==> config.mk <==
export PLATFORM = sky130hd
export DESIGN_NAME = ppa_ctrl
export DESIGN_NICKNAME = d
export VERILOG_FILES = /design/src/rtl/ppa_pkg.sv /design/src/rtl/ppa_ctrl.sv
export SDC_FILE = /design/constraint.sdc
export NUM_CORES = 1
export LEC_CHECK = 0
export BUFFER_PORTS_ARGS = -buffer_cell sky130_fd_sc_hd__buf_2
export CAP_MARGIN = 20
export CORE_AREA = 5 5 42 44
export CTS_CLUSTER_DIAMETER = 60
export DETAILED_ROUTE_END_ITERATION = 10
export DIE_AREA = 0 0 47 49
export GPL_TIMING_DRIVEN = 0
export HOLD_SLACK_MARGIN = 0.03
export PLACE_DENSITY = 0.66
export SETUP_SLACK_MARGIN = 0.4
export SYNTH_ARGS = -nofsm -noshare
export SYNTH_HDL_FRONTEND = slang
export SYNTH_SLANG_ARGS = --single-unit
==> constraint.sdc <==
create_clock -name clk -period 1.4 [get_ports clk]
set_clock_uncertainty 0.2 [all_clocks]
set_input_delay 0.28 -clock clk [delete_from_list [all_inputs] [get_ports clk]]
set_output_delay 0.28 -clock clk [all_outputs]
set_load 0.01 [all_outputs]
==> src/rtl/ppa_pkg.sv <==
// Shared types and constants of the phased PWM audio pattern block.
`timescale 1ns / 1ps
package ppa_pkg;

  localparam int unsigned ENTRY_W = 13;
  localparam int unsigned PINS    = 64;   // 4 ports x 16 pins
  localparam int unsigned CNT_W   = 8;

  localparam logic [7:0] REG_GAIN = 8'd0;
  localparam logic [7:0] REG_LED  = 8'd1;

  localparam logic [15:0] GAIN_RESET = 16'd32768;

  localparam logic MODE_LOAD   = 1'b0;
  localparam logic MODE_SAMPLE = 1'b1;

  typedef struct packed {
    logic               mode;
    logic [7:0]         entry_index;
    logic               entry_enable;
    logic [1:0]         entry_port;
    logic [3:0]         entry_pin;
    logic [5:0]         entry_phase;
    logic signed [15:0] sample;
  } in_item_t;

  typedef struct packed {
    logic [5:0]  tick;
    logic [15:0] port0_word;
    logic [15:0] port1_word;
    logic [15:0] port2_word;
    logic [15:0] port3_word;
    logic        last;
  } out_item_t;

  typedef enum logic [3:0] {
    ST_IDLE, ST_Q1, ST_Q2, ST_Q3, ST_CLR, ST_ERD, ST_EMAP, ST_EWR,
    ST_PRD, ST_PUPD, ST_ORD, ST_OUPD, ST_OWAIT
  } state_t;

  typedef struct packed {
    logic load_tbl;
    logic take_sample;
    logic q1;
    logic q2;
    logic q3;
    logic clr;
    logic e_rd;
    logic e_map;
    logic e_wr;
    logic idx_inc;
    logic t_rd;
    logic t_pre;
    logic t_upd;
    logic out_load;
    logic tick_clr;
    logic tick_inc;
  } cmd_t;

  typedef struct packed {
    logic e_last;
    logic t_last;
    logic out_fire;
  } sts_t;

endpackage

==> src/rtl/ppa_ctrl.sv <==
// Sequencer: quantize, clear edge rows, walk the table, prime counts, emit ticks.
`timescale 1ns / 1ps
module ppa_ctrl
  import ppa_pkg::*;
(
  input  logic     clk,
  input  logic     rst_n,
  input  logic     in_valid,
  input  logic     in_mode,
  output logic     in_ready,
  input  sts_t     sts,
  output cmd_t     cmd
);

  state_t state_r, state_nxt;

  always_ff @(posedge clk) begin
    if (!rst_n) state_r <= ST_IDLE;
    else        state_r <= state_nxt;
  end

  always_comb begin
    state_nxt = state_r;
    cmd       = '0;
    in_ready  = 1'b0;
    unique case (state_r)
      ST_IDLE: begin
        in_ready = 1'b1;
        if (in_valid) begin
          if (in_mode == MODE_LOAD) cmd.load_tbl = 1'b1;
          else begin
            cmd.take_sample = 1'b1;
            state_nxt = ST_Q1;
          end
        end
      end
      ST_Q1: begin cmd.q1 = 1'b1; state_nxt = ST_Q2; end
      ST_Q2: begin cmd.q2 = 1'b1; state_nxt = ST_Q3; end
      ST_Q3: begin cmd.q3 = 1'b1; state_nxt = ST_CLR; end
      ST_CLR: begin
        cmd.clr = 1'b1;
        if (sts.t_last) begin
          cmd.tick_clr = 1'b1;
          state_nxt = ST_ERD;
        end else cmd.tick_inc = 1'b1;
      end
      ST_ERD:  begin cmd.e_rd = 1'b1; state_nxt = ST_EMAP; end
      ST_EMAP: begin cmd.e_map = 1'b1; state_nxt = ST_EWR; end
      ST_EWR: begin
        cmd.e_wr = 1'b1;
        if (sts.e_last) state_nxt = ST_PRD;
        else begin
          cmd.idx_inc = 1'b1;
          state_nxt = ST_ERD;
        end
      end
      // first pass over the period counts the intervals wrapping into tick 0
      ST_PRD: begin cmd.t_rd = 1'b1; state_nxt = ST_PUPD; end
      ST_PUPD: begin
        cmd.t_pre = 1'b1;
        if (sts.t_last) begin
          cmd.tick_clr = 1'b1;
          state_nxt = ST_ORD;
        end else begin
          cmd.tick_inc = 1'b1;
          state_nxt = ST_PRD;
        end
      end
      ST_ORD: begin cmd.t_rd = 1'b1; state_nxt = ST_OUPD; end
      ST_OUPD: begin
        cmd.t_upd    = 1'b1;
        cmd.out_load = 1'b1;
        state_nxt    = ST_OWAIT;
      end
      ST_OWAIT: begin
        if (sts.out_fire) begin
          if (sts.t_last) state_nxt = ST_IDLE;
          else begin
            cmd.tick_inc = 1'b1;
            state_nxt = ST_ORD;
          end
        end
      end
      default: state_nxt = ST_IDLE;
    endcase
  end

endmodule

* Yosys cells after proc, flatten, opt, wreduce, memory -nomap -nowiden
Index checks and enable logic that the tools add are counted.
Word-level totals: register bits after elaboration 4, output and inout bits 17, word-level logic and storage cells 50
Cells by class: equality and inequality tests 16, mux-type cells 29, reductions and logical operators 4
Operators with widths (number):
- 4-bit one-hot mux with 13 select lines | 1
- 4-bit two-way mux | 6
- 4-bit equality test, second input constant | 5
- 4-bit by 3-bit equality test with 1-bit output, second input constant | 4
- 1-bit two-way mux | 16
- 2-bit two-way mux | 5
- 4-bit by 2-bit equality test with 1-bit output, second input constant | 2
- 2-bit inequality test, second input constant | 4
- 4-bit by 1-bit equality test with 1-bit output, second input constant | 1
- 4-bit logical NOT | 1
- 4-bit AND reduction | 1
- 2-bit OR reduction | 2
- 1-bit one-hot mux with 2 select lines | 1

* Logic depth before layout (Yosys ltp)
word-level depth 3, mapped depth 6, depth with buffers taken out 4

* Least setup slack after synthesis
Ideal clock, no wire load.
path type register -> output, from register state_r[1], to output port cmd[15] in the netlist's numbering, arrival 1.151 ns, required time 0.920 ns, slack -0.231 ns, stages on the path, launching flop included 5, cells stage by stage dfxtp_1 > buf_6 > nor4_2 > nand2_1 > nor2_1
RTL lines:
- start, declared | RTL line ppa_ctrl.sv:15 | state_t state_r, state_nxt;
- start signal, assigned | RTL line ppa_ctrl.sv:19 | else state_r <= state_nxt;
- end, declared | RTL line ppa_ctrl.sv:12 | output cmd_t cmd

==> load_flow_metrics.sql <==
INSERT INTO impl_metrics (metric_group, metric, value, unit) VALUES
('floorplanning', 'die_width', '47', 'um'),
('timing', 'rsz_0062_raised_after_global_routing', 'yes', ''),
('synth', 'syn_inst', '65', ''),
('timing', 'finish_stage_setup_viols', '21', ''),
('finish', 'final_layout_size_suffix_gt1_share', '76.7', '%'),
('timing', 'fmax', '555', 'MHz'),
('timing', 'slew_violations', '0', ''),
('critical_path', 'critical-path-max-stage-delay', '300', 'ps'),
('drt', 'dr.pass1.iters', '4', ''),
('timing', 'fin_hold_ws', '106', 'ps'),
('placed_design', 'placedCellCount', '104', ''),
('cts', 'tritoncts_num_sinks', '4', ''),
('timing', 'finalWorstSetupSlack', '-401', 'ps'),
('finish', 'largest_register', 'state_r', ''),
('pwr', 'pwr_total', '0.000589', 'W'),
('timing', 'final.setup.tns', '-5620', 'ps'),
('finish', 'antennaDiodeCount', '0', ''),
('floorplanning', 'floorplan.core_area', '1400', 'um2'),
('synth', 'netlist_area', '444', 'um2'),
('floorplanning', 'chipHeight', '49', 'um'),
('drt', 'ant_nets', '0', ''),
('placed_design', 'detailed_place_hpwl', '1050', 'um'),
('cts', 'numCtsBuffers', '3', ''),
('critical_path', 'crit_chain', 'buf_6 -> buf_4 -> buf_12 -> and2_4 -> buf_6 -> buf_6', ''),
('synth', 'combinational_family_with_the_most_area_after_synthesis', 'simple AND/OR/NAND/NOR gates', ''),
('critical_path', 'worst_r2r_endpoint', 'state_r[3]', ''),
('status', 'violations', 'setup timing', ''),
('timing', 'final.period_utilization', '129', '%'),
('drt', 'post_drt_via_cell_ratio', '5.35', ''),
('job', 'number_of_violations_of_the_max_capacitance_limit', '0', ''),
('synth', 'netlist-cell-type-count', '27', ''),
('finish', 'areaGrowthSynthToFinish', '149', '%'),
('finish', 'final_common_cell', 'sky130_fd_sc_hd__buf_2', ''),
('drt', 'first_drt_iteration_drcs', '14', ''),
('cts', 'clk_path_buf_depth', '2', ''),
('cts', 'clkLatencyLatePin', '230', 'ps'),
('finish', 'largest_register_ffs', '4', ''),
('critical_path', 'path_delay_family', 'buffers and inverters', ''),
('critical_path', 'crit_path_end_kind', 'output pin', ''),
('critical_path', 'reg2regPathDepth', '7', ''),
('synth', 'synth_top_cells_by_area', 'sky130_fd_sc_hd__dfxtp_1 18%, sky130_fd_sc_hd__nor3_1 10%, sky130_fd_sc_hd__nor2_1 8.5%', ''),
('global_routing', 'globalRouteTotalUtil', '16.4', '%'),
('synth', 'synthMuxAreaShare', '2.25', '%'),
('pwr', 'power.density', '532', 'nW/um2'),
('finish', 'fillerInstances', '94', ''),
('cts', 'cts_hold_buf', '0', ''),
('critical_path', 'timing.critical_path.buf_inv', '5', ''),
('critical_path', 'start_kind', 'flip-flop', ''),
('pwr', 'leakagePower', '0.523', 'nW'),
('status', 'outcome', 'complete, but fails checks', ''),
('drt', 'route.detailed.drc', '0', ''),
('worst_hold_path', 'min_from', 'rst_n', ''),
('synth', 'synth_area_per_cell', '6.83', 'um2'),
('finish', 'layout_common_cells', '19 x sky130_fd_sc_hd__buf_2, 18 x sky130_fd_sc_hd__buf_4, 13 x sky130_fd_sc_hd__buf_6', ''),
('synth', 'yosysWarningCount', '0', ''),
('global_routing', 'number_of_global_route_vias_before_repair', '632', ''),
('floorplanning', 'design.portCount', '24', ''),
('synth', 'synth_top_cell_by_area', 'sky130_fd_sc_hd__dfxtp_1', ''),
('placed_design', 'dp_slack', '-173', 'ps'),
('timing', 'final-hold-violation-count', '0', ''),
('critical_path', 'crit_type', 'reg -> out', ''),
('critical_path', 'rrSetupSlack', '-250', 'ps'),
('placed_design', 'port-buffer-count', '23', ''),
('cts', 'clk_transition_reported_paths', '40', 'ps'),
('floorplanning', 'start_util', '31.7', '%'),
('synth', 'postSynthRegisterBits', '4', ''),
('floorplanning', 'core.rowCount', '14', ''),
('critical_path', 'critPathMaxFanout', '10', ''),
('finish', 'biggestRegsByFlops', 'state_r (4)', ''),
('critical_path', 'crit_start', 'state_r[1]', ''),
('synth', 'synth-compound-area-share', '25.1', '%');
through the flow:
step                util [%]  instance area, um2
finish                  79.0                1110
global route            79.0                1110
CTS                     67.1                 940
detailed placement      52.4                 734
global placement        52.4                 734
floorplan                  -                 599
power breakdown:
| part | leakage [nW] | switching, W | internal (W) |
|---|---|---|---|
| registers | 0.0348 | 0.0000135 | 0.000120 |
| logic | 0.474 | 0.000150 | 0.000166 |
| clock network | 0.0138 | 0.0000430 | 0.0000956 |
| total | 0.523 | 0.000207 | 0.000382 |
Yosys cell counts, drive strengths merged:
cell type,n
o21ai,2
and2,1
inv,3
o31ai,1
a32o,1
o21a,1
nand3,2
nor2b,2
dfxtp,4
and3,1
nor2,10
a2111oi,1
nor4,1
mux2i,1
o22ai,1
a211o,1
a22oi,1
a21oi,5
nand2b,4
nor3,9
nand2,7
buf,6
per-layer routing:
metal	track usage, %	vias to the layer above	share of wire [%]
li1	-	330	-
met1	18.6	330	36
met5	0	-	0
met4	8.29	0	1.5
met2	28.7	38	57
met3	1.11	8	5.7
final cells by class:
type	count	area, um2	share of cell area, %
buffer	6	97.6	8.81
clock buffer	3	22.5	2.03
inverter	3	18.8	1.69
multi-input combinational	52	503	45.4
sequential	4	91.3	8.25
tap	16	20.0	1.81
timing repair buffer	48	354	32.0
worst max-delay path by stage:
stage,end,slack (ps),cells past startpoint
after floorplan,cmd[14],-40,2
after global placement,cmd[3],-170,5
after detailed placement,cmd[3],-170,5
after CTS,cmd[14],-320,3
after global routing,cmd[14],-450,4
final,cmd[3],-400,6
repair_timing:
action	4_1_cts	5_1_grt
pin swaps	9	4
endpoints found under the setup margin	21	21
resized for setup	22	16
buffers inserted	13	12
endpoints found under the hold margin	0	0
cells by family after synthesis:
logic type,count (synthesis)
AO/OA/AOI/OAI,14
multiplexers,1
buffers and inverters,9
AND/OR/NAND/NOR,37
flip-flops,4
No activity file was read; power rests on OpenSTA's default activity.
